### src/hdl/sha_pkg.sv
package sha_pkg;

  typedef logic [31:0] word_t;

  // Eight hash words, index 0 is the most significant digest word
  typedef logic [7:0][31:0] hash_t;

  // Working variables of the compression rounds
  typedef struct packed {
    word_t a;
    word_t b;
    word_t c;
    word_t d;
    word_t e;
    word_t f;
    word_t g;
    word_t h;
  } work_t;

  // Sequencer states of the top level
  typedef enum logic [1:0] {
    ST_COLLECT,
    ST_PAD,
    ST_COMP,
    ST_FINISH
  } seq_state_t;

  // Controls from the sequencer to the compression core
  typedef struct packed {
    logic       wr_en;
    logic [7:0] wr_byte;
    logic       word_done;
    logic       start;
    logic       restart;
  } core_ctl_t;

  // Status from the compression core
  typedef struct packed {
    logic busy;
    logic done;
  } core_sts_t;

  localparam logic [7:0]  PadByte     = 8'h80;
  localparam logic [5:0]  LenPos      = 6'd56;
  localparam logic [5:0]  LastPos     = 6'd63;
  localparam logic [5:0]  LastRound   = 6'd63;
  localparam logic [63:0] BitsPerByte = 64'd8;

  localparam hash_t HashInit = {
    32'h5be0cd19, 32'h1f83d9ab, 32'h9b05688c, 32'h510e527f,
    32'ha54ff53a, 32'h3c6ef372, 32'hbb67ae85, 32'h6a09e667
  };

  function automatic word_t ror(input word_t x, input int unsigned n);
    ror = (x >> n) | (x << (32 - n));
  endfunction

  function automatic word_t small_sig0(input word_t x);
    small_sig0 = ror(x, 7) ^ ror(x, 18) ^ (x >> 3);
  endfunction

  function automatic word_t small_sig1(input word_t x);
    small_sig1 = ror(x, 17) ^ ror(x, 19) ^ (x >> 10);
  endfunction

  function automatic word_t big_sig0(input word_t x);
    big_sig0 = ror(x, 2) ^ ror(x, 13) ^ ror(x, 22);
  endfunction

  function automatic word_t big_sig1(input word_t x);
    big_sig1 = ror(x, 6) ^ ror(x, 11) ^ ror(x, 25);
  endfunction

  // Round constants
  function automatic word_t round_k(input logic [5:0] t);
    case (t)
      6'd0:  round_k = 32'h428a2f98;
      6'd1:  round_k = 32'h71374491;
      6'd2:  round_k = 32'hb5c0fbcf;
      6'd3:  round_k = 32'he9b5dba5;
      6'd4:  round_k = 32'h3956c25b;
      6'd5:  round_k = 32'h59f111f1;
      6'd6:  round_k = 32'h923f82a4;
      6'd7:  round_k = 32'hab1c5ed5;
      6'd8:  round_k = 32'hd807aa98;
      6'd9:  round_k = 32'h12835b01;
      6'd10: round_k = 32'h243185be;
      6'd11: round_k = 32'h550c7dc3;
      6'd12: round_k = 32'h72be5d74;
      6'd13: round_k = 32'h80deb1fe;
      6'd14: round_k = 32'h9bdc06a7;
      6'd15: round_k = 32'hc19bf174;
      6'd16: round_k = 32'he49b69c1;
      6'd17: round_k = 32'hefbe4786;
      6'd18: round_k = 32'h0fc19dc6;
      6'd19: round_k = 32'h240ca1cc;
      6'd20: round_k = 32'h2de92c6f;
      6'd21: round_k = 32'h4a7484aa;
      6'd22: round_k = 32'h5cb0a9dc;
      6'd23: round_k = 32'h76f988da;
      6'd24: round_k = 32'h983e5152;
      6'd25: round_k = 32'ha831c66d;
      6'd26: round_k = 32'hb00327c8;
      6'd27: round_k = 32'hbf597fc7;
      6'd28: round_k = 32'hc6e00bf3;
      6'd29: round_k = 32'hd5a79147;
      6'd30: round_k = 32'h06ca6351;
      6'd31: round_k = 32'h14292967;
      6'd32: round_k = 32'h27b70a85;
      6'd33: round_k = 32'h2e1b2138;
      6'd34: round_k = 32'h4d2c6dfc;
      6'd35: round_k = 32'h53380d13;
      6'd36: round_k = 32'h650a7354;
      6'd37: round_k = 32'h766a0abb;
      6'd38: round_k = 32'h81c2c92e;
      6'd39: round_k = 32'h92722c85;
      6'd40: round_k = 32'ha2bfe8a1;
      6'd41: round_k = 32'ha81a664b;
      6'd42: round_k = 32'hc24b8b70;
      6'd43: round_k = 32'hc76c51a3;
      6'd44: round_k = 32'hd192e819;
      6'd45: round_k = 32'hd6990624;
      6'd46: round_k = 32'hf40e3585;
      6'd47: round_k = 32'h106aa070;
      6'd48: round_k = 32'h19a4c116;
      6'd49: round_k = 32'h1e376c08;
      6'd50: round_k = 32'h2748774c;
      6'd51: round_k = 32'h34b0bcb5;
      6'd52: round_k = 32'h391c0cb3;
      6'd53: round_k = 32'h4ed8aa4a;
      6'd54: round_k = 32'h5b9cca4f;
      6'd55: round_k = 32'h682e6ff3;
      6'd56: round_k = 32'h748f82ee;
      6'd57: round_k = 32'h78a5636f;
      6'd58: round_k = 32'h84c87814;
      6'd59: round_k = 32'h8cc70208;
      6'd60: round_k = 32'h90befffa;
      6'd61: round_k = 32'ha4506ceb;
      6'd62: round_k = 32'hbef9a3f7;
      6'd63: round_k = 32'hc67178f2;
      default: round_k = '0;
    endcase
  endfunction

endpackage

### src/hdl/sha_round.sv
module sha_round (
  input  sha_pkg::work_t cur,
  input  sha_pkg::word_t k_in,
  input  sha_pkg::word_t w_in,
  output sha_pkg::work_t nxt
);
  import sha_pkg::*;

  word_t ch;
  word_t maj;
  word_t t1;
  word_t t2;

  // One compression round
  always_comb begin
    ch    = (cur.e & cur.f) ^ (~cur.e & cur.g);
    maj   = (cur.a & cur.b) ^ (cur.a & cur.c) ^ (cur.b & cur.c);
    t1    = cur.h + big_sig1(cur.e) + ch + k_in + w_in;
    t2    = big_sig0(cur.a) + maj;
    nxt.a = t1 + t2;
    nxt.b = cur.a;
    nxt.c = cur.b;
    nxt.d = cur.c;
    nxt.e = cur.d + t1;
    nxt.f = cur.e;
    nxt.g = cur.f;
    nxt.h = cur.g;
  end

endmodule

### src/hdl/sha_core.sv
module sha_core (
  input  logic               clk,
  input  logic               rst_n,
  input  sha_pkg::core_ctl_t ctl,
  output sha_pkg::core_sts_t sts,
  output sha_pkg::hash_t     hash
);
  import sha_pkg::*;

  logic [23:0] acc_r;
  word_t       w_r [16];
  work_t       work_r;
  work_t       work_nxt;
  hash_t       hash_r;
  logic        busy_r;
  logic        add_r;
  logic [5:0]  rnd_r;
  word_t       w_new;
  work_t       hash_work;

  assign w_new = w_r[0] + small_sig0(w_r[1]) + w_r[9] + small_sig1(w_r[14]);

  assign hash_work = {hash_r[0], hash_r[1], hash_r[2], hash_r[3],
                      hash_r[4], hash_r[5], hash_r[6], hash_r[7]};

  sha_round u_round (
    .cur  (work_r),
    .k_in (round_k(rnd_r)),
    .w_in (w_r[0]),
    .nxt  (work_nxt)
  );

  // Gather bytes into words and run the message schedule line
  always_ff @(posedge clk) begin
    if (ctl.wr_en) begin
      acc_r <= {acc_r[15:0], ctl.wr_byte};
    end
    if (ctl.wr_en && ctl.word_done) begin
      for (int i = 0; i < 15; i++) begin
        w_r[i] <= w_r[i + 1];
      end
      w_r[15] <= {acc_r, ctl.wr_byte};
    end else if (busy_r) begin
      for (int i = 0; i < 15; i++) begin
        w_r[i] <= w_r[i + 1];
      end
      w_r[15] <= w_new;
    end
  end

  // Advance the working variables one round per cycle
  always_ff @(posedge clk) begin
    if (ctl.start) begin
      work_r <= hash_work;
    end else if (busy_r) begin
      work_r <= work_nxt;
    end
  end

  // Round sequencer
  always_ff @(posedge clk) begin
    if (!rst_n) begin
      busy_r <= 1'b0;
      add_r  <= 1'b0;
      rnd_r  <= '0;
    end else begin
      add_r <= 1'b0;
      if (ctl.start) begin
        busy_r <= 1'b1;
        rnd_r  <= '0;
      end else if (busy_r) begin
        rnd_r <= rnd_r + 6'd1;
        if (rnd_r == LastRound) begin
          busy_r <= 1'b0;
          add_r  <= 1'b1;
        end
      end
    end
  end

  // Fold the block result into the hash, or restart it
  always_ff @(posedge clk) begin
    if (!rst_n || ctl.restart) begin
      hash_r <= HashInit;
    end else if (add_r) begin
      hash_r[0] <= hash_r[0] + work_r.a;
      hash_r[1] <= hash_r[1] + work_r.b;
      hash_r[2] <= hash_r[2] + work_r.c;
      hash_r[3] <= hash_r[3] + work_r.d;
      hash_r[4] <= hash_r[4] + work_r.e;
      hash_r[5] <= hash_r[5] + work_r.f;
      hash_r[6] <= hash_r[6] + work_r.g;
      hash_r[7] <= hash_r[7] + work_r.h;
    end
  end

  assign sts.busy = busy_r | add_r;
  assign sts.done = add_r;
  assign hash     = hash_r;

  a_busy_add_excl: assert property (@(posedge clk) disable iff (!rst_n)
    !(busy_r && add_r))
    else $error("round phase and add phase overlap");

  a_start_idle: assert property (@(posedge clk) disable iff (!rst_n)
    ctl.start |-> (!busy_r && !add_r))
    else $error("block started while compression runs");

  a_last_round_add: assert property (@(posedge clk) disable iff (!rst_n)
    (busy_r && rnd_r == LastRound && !ctl.start) |=> add_r)
    else $error("add phase missing after last round");

endmodule

### src/hdl/sha256_byte_stream_hasher.sv
// A message byte is taken while the sequencer collects; the byte that fills a
// 64-byte block starts 64 rounds in the shared round unit, then an add step.
// End of message: pad bytes are written up to byte 63, each padded block (one
// or two) is compressed, the digest is loaded once the previous one has drained,
// then shifted out as eight digest beats; no bytes are taken while compressing.
// Reset (rst_n low, synchronous) loads the initial hash and clears all counts.
module sha256_byte_stream_hasher (
  input  logic        clk,
  input  logic        rst_n,
  input  logic        in_valid,
  output logic        in_ready,
  input  logic [7:0]  in_data_byte,
  input  logic        in_byte_present,
  input  logic        in_end_of_message,
  output logic        out_valid,
  input  logic        out_ready,
  output logic [31:0] out_digest_word,
  output logic [2:0]  out_word_index,
  output logic        out_last_word
);
  import sha_pkg::*;

  seq_state_t  state_r;
  seq_state_t  state_nxt;
  logic [5:0]  cnt_r;
  logic [5:0]  cnt_nxt;
  logic [63:0] len_r;
  logic [63:0] len_nxt;
  logic        padding_r;
  logic        padding_nxt;
  logic        pad_first_r;
  logic        pad_first_nxt;
  logic        len_blk_r;
  logic        len_blk_nxt;
  logic        final_r;
  logic        final_nxt;
  logic        ob_load;
  logic        fin;
  word_t       ob_r [8];
  logic [2:0]  ob_idx_r;
  logic        ob_valid_r;
  core_ctl_t   ctl;
  core_sts_t   sts;
  hash_t       hash;

  sha_core u_core (
    .clk   (clk),
    .rst_n (rst_n),
    .ctl   (ctl),
    .sts   (sts),
    .hash  (hash)
  );

  // Sequencer state and counters
  always_ff @(posedge clk) begin
    if (!rst_n) begin
      state_r     <= ST_COLLECT;
      cnt_r       <= '0;
      len_r       <= '0;
      padding_r   <= 1'b0;
      pad_first_r <= 1'b0;
      len_blk_r   <= 1'b0;
      final_r     <= 1'b0;
    end else begin
      state_r     <= state_nxt;
      cnt_r       <= cnt_nxt;
      len_r       <= len_nxt;
      padding_r   <= padding_nxt;
      pad_first_r <= pad_first_nxt;
      len_blk_r   <= len_blk_nxt;
      final_r     <= final_nxt;
    end
  end

  // Next state, byte feed and core controls
  always_comb begin
    state_nxt     = state_r;
    len_nxt       = len_r;
    padding_nxt   = padding_r;
    pad_first_nxt = pad_first_r;
    len_blk_nxt   = len_blk_r;
    final_nxt     = final_r;
    ob_load       = 1'b0;
    in_ready      = 1'b0;
    fin           = 1'b0;
    ctl           = '0;

    unique case (state_r)
      ST_COLLECT: begin
        in_ready = 1'b1;
        if (in_valid) begin
          if (in_byte_present) begin
            ctl.wr_en   = 1'b1;
            ctl.wr_byte = in_data_byte;
            len_nxt     = len_r + BitsPerByte;
          end
          if (in_end_of_message) begin
            padding_nxt   = 1'b1;
            pad_first_nxt = 1'b1;
            len_blk_nxt   = 1'b0;
            state_nxt     = ST_PAD;
          end
          if (in_byte_present && cnt_r == LastPos) begin
            ctl.start = 1'b1;
            final_nxt = 1'b0;
            state_nxt = ST_COMP;
          end
        end
      end
      ST_PAD: begin
        ctl.wr_en = 1'b1;
        if (pad_first_r) begin
          ctl.wr_byte   = PadByte;
          pad_first_nxt = 1'b0;
          len_blk_nxt   = (cnt_r < LenPos);
        end else if (len_blk_r && cnt_r >= LenPos) begin
          ctl.wr_byte = len_r[63:56];
          len_nxt     = {len_r[55:0], 8'h00};
        end else begin
          ctl.wr_byte = 8'h00;
        end
        if (cnt_r == LastPos) begin
          fin       = !pad_first_r && len_blk_r;
          ctl.start = 1'b1;
          final_nxt = fin;
          state_nxt = ST_COMP;
          if (!fin) begin
            len_blk_nxt = 1'b1;
          end
        end
      end
      ST_COMP: begin
        if (sts.done) begin
          if (final_r) begin
            state_nxt = ST_FINISH;
          end else if (padding_r) begin
            state_nxt = ST_PAD;
          end else begin
            state_nxt = ST_COLLECT;
          end
        end
      end
      ST_FINISH: begin
        if (!ob_valid_r) begin
          ob_load     = 1'b1;
          ctl.restart = 1'b1;
          len_nxt     = '0;
          padding_nxt = 1'b0;
          final_nxt   = 1'b0;
          state_nxt   = ST_COLLECT;
        end
      end
      default: begin
        state_nxt = ST_COLLECT;
      end
    endcase

    ctl.word_done = (cnt_r[1:0] == 2'b11);
    cnt_nxt       = ctl.wr_en ? cnt_r + 6'd1 : cnt_r;
  end

  // Hold the digest and shift it out one word per beat
  always_ff @(posedge clk) begin
    if (ob_load) begin
      for (int i = 0; i < 8; i++) begin
        ob_r[i] <= hash[i];
      end
    end else if (out_valid && out_ready) begin
      for (int i = 0; i < 7; i++) begin
        ob_r[i] <= ob_r[i + 1];
      end
    end
  end

  always_ff @(posedge clk) begin
    if (!rst_n) begin
      ob_valid_r <= 1'b0;
      ob_idx_r   <= '0;
    end else if (ob_load) begin
      ob_valid_r <= 1'b1;
      ob_idx_r   <= '0;
    end else if (out_valid && out_ready) begin
      ob_idx_r <= ob_idx_r + 3'd1;
      if (ob_idx_r == 3'd7) begin
        ob_valid_r <= 1'b0;
      end
    end
  end

  assign out_valid       = ob_valid_r;
  assign out_digest_word = ob_r[0];
  assign out_word_index  = ob_idx_r;
  assign out_last_word   = (ob_idx_r == 3'd7);

  a_ready_core_idle: assert property (@(posedge clk) disable iff (!rst_n)
    in_ready |-> !sts.busy)
    else $error("input taken while compression runs");

  a_done_in_comp: assert property (@(posedge clk) disable iff (!rst_n)
    sts.done |-> (state_r == ST_COMP))
    else $error("compression finished outside the compress state");

  a_finish_load: assert property (@(posedge clk) disable iff (!rst_n)
    (state_r == ST_FINISH && !ob_valid_r) |=> (ob_valid_r && ob_idx_r == 3'd0))
    else $error("digest not loaded on finish");

endmodule

### config.mk
export PLATFORM = sky130hd
export DESIGN_NAME = sha256_byte_stream_hasher
export DESIGN_NICKNAME = d
export VERILOG_FILES = /design/src/hdl/sha_pkg.sv /design/src/hdl/sha_round.sv /design/src/hdl/sha_core.sv /design/src/hdl/sha256_byte_stream_hasher.sv
export SDC_FILE = /design/constraint.sdc
export NUM_CORES = 2
export LEC_CHECK = 0
export BUFFER_PORTS_ARGS = -buffer_cell sky130_fd_sc_hd__buf_2
export CAP_MARGIN = 40
export CELL_PAD_IN_SITES_DETAIL_PLACEMENT = 0
export CELL_PAD_IN_SITES_GLOBAL_PLACEMENT = 1
export CORE_UTILIZATION = 55
export CTS_BUF_LIST = sky130_fd_sc_hd__clkbuf_2 sky130_fd_sc_hd__clkbuf_4 sky130_fd_sc_hd__clkbuf_8
export DETAILED_ROUTE_END_ITERATION = 6
export PLACE_DENSITY_LB_ADDON = 0.1
export SLEW_MARGIN = 5
export SYNTH_ARGS = -nofsm -noshare
export SYNTH_HDL_FRONTEND = slang
export SYNTH_SLANG_ARGS = --single-unit
### constraint.sdc
create_clock -name clk -period 29.6 [get_ports clk]
set_clock_uncertainty 0.15 [all_clocks]
set_input_delay 1.48 -clock clk [delete_from_list [all_inputs] [get_ports clk]]
set_output_delay 1.48 -clock clk [all_outputs]
set_load 0.05 [all_outputs]
==> results by group <==
Synth
  • Top_reg_cell synth: edfxtp_1
  • Number of synthesized flops with an enable pin: between 1000 and 1500
  • Post-Synth XOR/XNOR Area: 0.0639
  • Largest family of logic cells by synthesized area: compound AO/OA/AOI/OAI gates
  • Post-synth top area cell: edfxtp_1
  • Post-Synth Adder-Cell Area: 0.111
  • Synthesized Nets: 8207
  • Post-synthesis compound-gate area fraction: 0.138
  • #FFs+latches synth: around 1400
  • Seq/Total Area, Yosys: 0.487
  • Top cells by area, synth: edfxtp_1 39%, dfxtp_1 9.3%, ha_1 6.2%
  • Yosys warnings: 0
  • Most frequent cell after synthesis: nand2_1
  • Synth top area share: 0.394
  • Simple-gate portion of the synthesized area: 0.116
  • Mux cell area share after synthesis: 0.0442
  • Mapped Area: ~80000 um2
  • Syn avg cell area: 10.5 um2
  • Mapped Cells: 7604
  • Top post-synthesis cells by count: 1085 x nand2_1, 1048 x edfxtp_1, 496 x a21oi_1
  • Yosys cell types: 87
  • Async SR Flop Fraction: 0

Place
  • HPWL after detailed placement: 183 mm
  • Cell Area, Placed: 82100 um2
  • IO Port Bufs: 51
  • Routability cong.: 0.973

STA
  • Setup violations, final: 0
  • Final worst-path cycle share: 0.300
  • TNS Setup: 0 ps
  • Final min period: 8880 ps
  • Slew HR: 0.196
  • Max-slew violation count: 0
  • Actual slew at the worst max-slew pin: about 1200 ps
  • Fmax: between 0.1 and 0.15 GHz
  • RSZ-0062 raised after global routing: false
  • Fin. Hold Viols: 0

Floorplan
  • Die width: between 300 and 400 um
  • Starting Density: 0.556
  • Area of the die: 147000 um2
  • Die Ht: approximately 380 um
  • Core Box Area: 144000 um2
  • # rows: 139
  • # IOs: 52

Route
  • Drt first pass iters: 7
  • Final ANT Viol Nets: 0
  • Wire per inst: 25.6 um
  • Vias per inst: 6.07
  • Routed WL: 249 mm
  • Detailed-route via count: 59100
  • Initial DRC Count: 5942
  • DRC errors left: 2

Setup path
  • Kind of critical path: flop to flop
  • Reg2reg setup slack: 20720 ps
  • CP endpoint kind: flop
  • Data required, critical path: 30150 ps
  • Crit start category: flop
  • Worst Path Arrival: around 9400 ps
  • Max FO, Critical Path: 6
  • Most used cell, CP: fa_1
  • Critical Path Max Stage Delay: between 500 and 600 ps
  • Reg2reg start: u_core.work_r[122]
  • Critical-path top delay cell: edfxtp_1
  • Start point of the critical path: u_core.work_r[122]

Global route
  • Largest net degree at the start of global routing: about 200
  • First-pass GRT wire length: around 370 mm
  • Grt met3 use: 0.0598
  • Number of global-route vias before repair: ~56000
  • Met1 Use GR: 0.493
  • Antenna violations before repair: 7
  • Grt total ovfl: 0
  • GRT Overall Usage: 0.337
  • Busiest grt layer: met2
  • Met2 usage: 0.513

Power and ir drop
  • PD cells: 47.2 nW/um2
  • Peak supply drop: 44.9 uV
  • Leak pwr: 33.9 nW

Final layout
  • Design area: 87300 um2
  • Nets: 8220
  • Layout cells sized above 1: 0.105
  • Layout area overhead: 9.23%

CTS
  • Clk root buf: clkbuf_8
  • Clock sink total: 1421
  • CTS Hold Bufs: 0
  • Resized cells post-CTS: 0
  • CTS tree: done
  • Htree depth: 4
  • Clk buf depth: 3
  • Setup repair bufs after CTS: 0
  • Total CTS buffers: about 240
  • Clk_lat worst skew: 990 ps
  • Clock-pin slew of the registers on the worst-case setup and hold paths: 70 ps

Job
  • Max Cap Violations: 0

Worst hold path
  • Hold Crit Start: u_core.w_r[0][348]
  • Hold WC Path Type: flop to flop

Status
  • Status: finished with violations
  • Failing checks: design-rule violations
## per-layer routing
metal | part of all wire | vias up | routed length [um]
met5 | 0 | - | 0
met4 | 0.027 | 0 | 6670
met3 | 0.082 | 375 | 20500
met2 | 0.44 | 2432 | 110000
met1 | 0.45 | 29200 | 112000
li1 | - | 27100 | -
## area by class of cell
class,count,area (um2)
Fill cell,12000,56500
Sequential cell,1421,38900
Multi-Input combinational cell,5391,38000
Clock buffer,340,4150
Tap cell,1903,2380
Inverter,411,1550
Timing Repair Buffer,156,1260
Clock inverter,106,1010
Antenna cell,3,7.51
## per-stage QoR
stage                     power, W  setup WS, ps  instances   util  hold WS, ps
after floorplan            0.00225         14160       7604      -          250
after global placement     0.00229         20990       9260  0.568          250
after detailed placement   0.00229         20870       9280  0.571          255
after CTS                  0.00415         20870       9726  0.607          245
after global routing       0.00425         20310       9730  0.607          250
final                      0.00412         20720       9731  0.607          249
## logic make-up (layout without fill, tap and decap cells)
kind of cell,Yosys count,count (layout)
AND/OR/NAND/NOR,2131,2131
AO/OA/AOI/OAI,1761,1761
flip-flops,1421,1421
buffers and inverters,792,1013
adder cells (fa/ha/maj),592,592
XOR/XNOR,580,580
multiplexers,327,327
other,0,3
## flip-flops by register name, summed over array words and instances (netlist names), 24 cells and up
signal,count
u_core.u_round.k_in,32
ob_r,256
len_r,61
u_core.work_r,256
u_core.acc_r,24
u_core.hash,256
u_core.w_r,512
## power by group
part | internal [W] | switching [W] | total [W]
Clock | 0.000994 | 0.000873 | 0.00187
Sequential | 0.00213 | 0.00000799 | 0.00214
Combinational | 0.0000394 | 0.0000810 | 0.000120
## cells in the final DEF (no fill, tap or decap), drive strengths merged, types with 35 or more instances in the layout
cell type	count
nand2	1085
edfxtp	1048
a21oi	497
o21ai	486
nor2	474
inv	413
ha	394
xnor2	384
dfxtp	373
clkbuf	341
a21o	200
mux2	199
fa	195
xor2	194
buf	154
mux2i	127
nand3	117
clkinv	92
nor3	86
nand2b	65
a211oi	64
a31oi	58
and3	57
and2	56
nor2b	54
o21a	51
o21bai	45
o211ai	40
o31ai	35
## path summary, 6_finish.rpt
check / cells past startpoint / to
setup / recovery: 34 / u_core.work_r[255]
hold / removal: 0 / u_core.w_r[0][316]
setup reg to reg: 34 / u_core.work_r[255]
hold reg to reg: 0 / u_core.w_r[0][316]
## critical path, delay by kind of cell, from the launching register on
family	cells	cell delay [ps]
compound gates	10	2260
fa+ha+maj	7	2740
mux	1	260
flops	1	570
xor+xnor	4	1040
buf+inv	4	270
simple gates	8	1360
(Power assumes the default switching activity.)
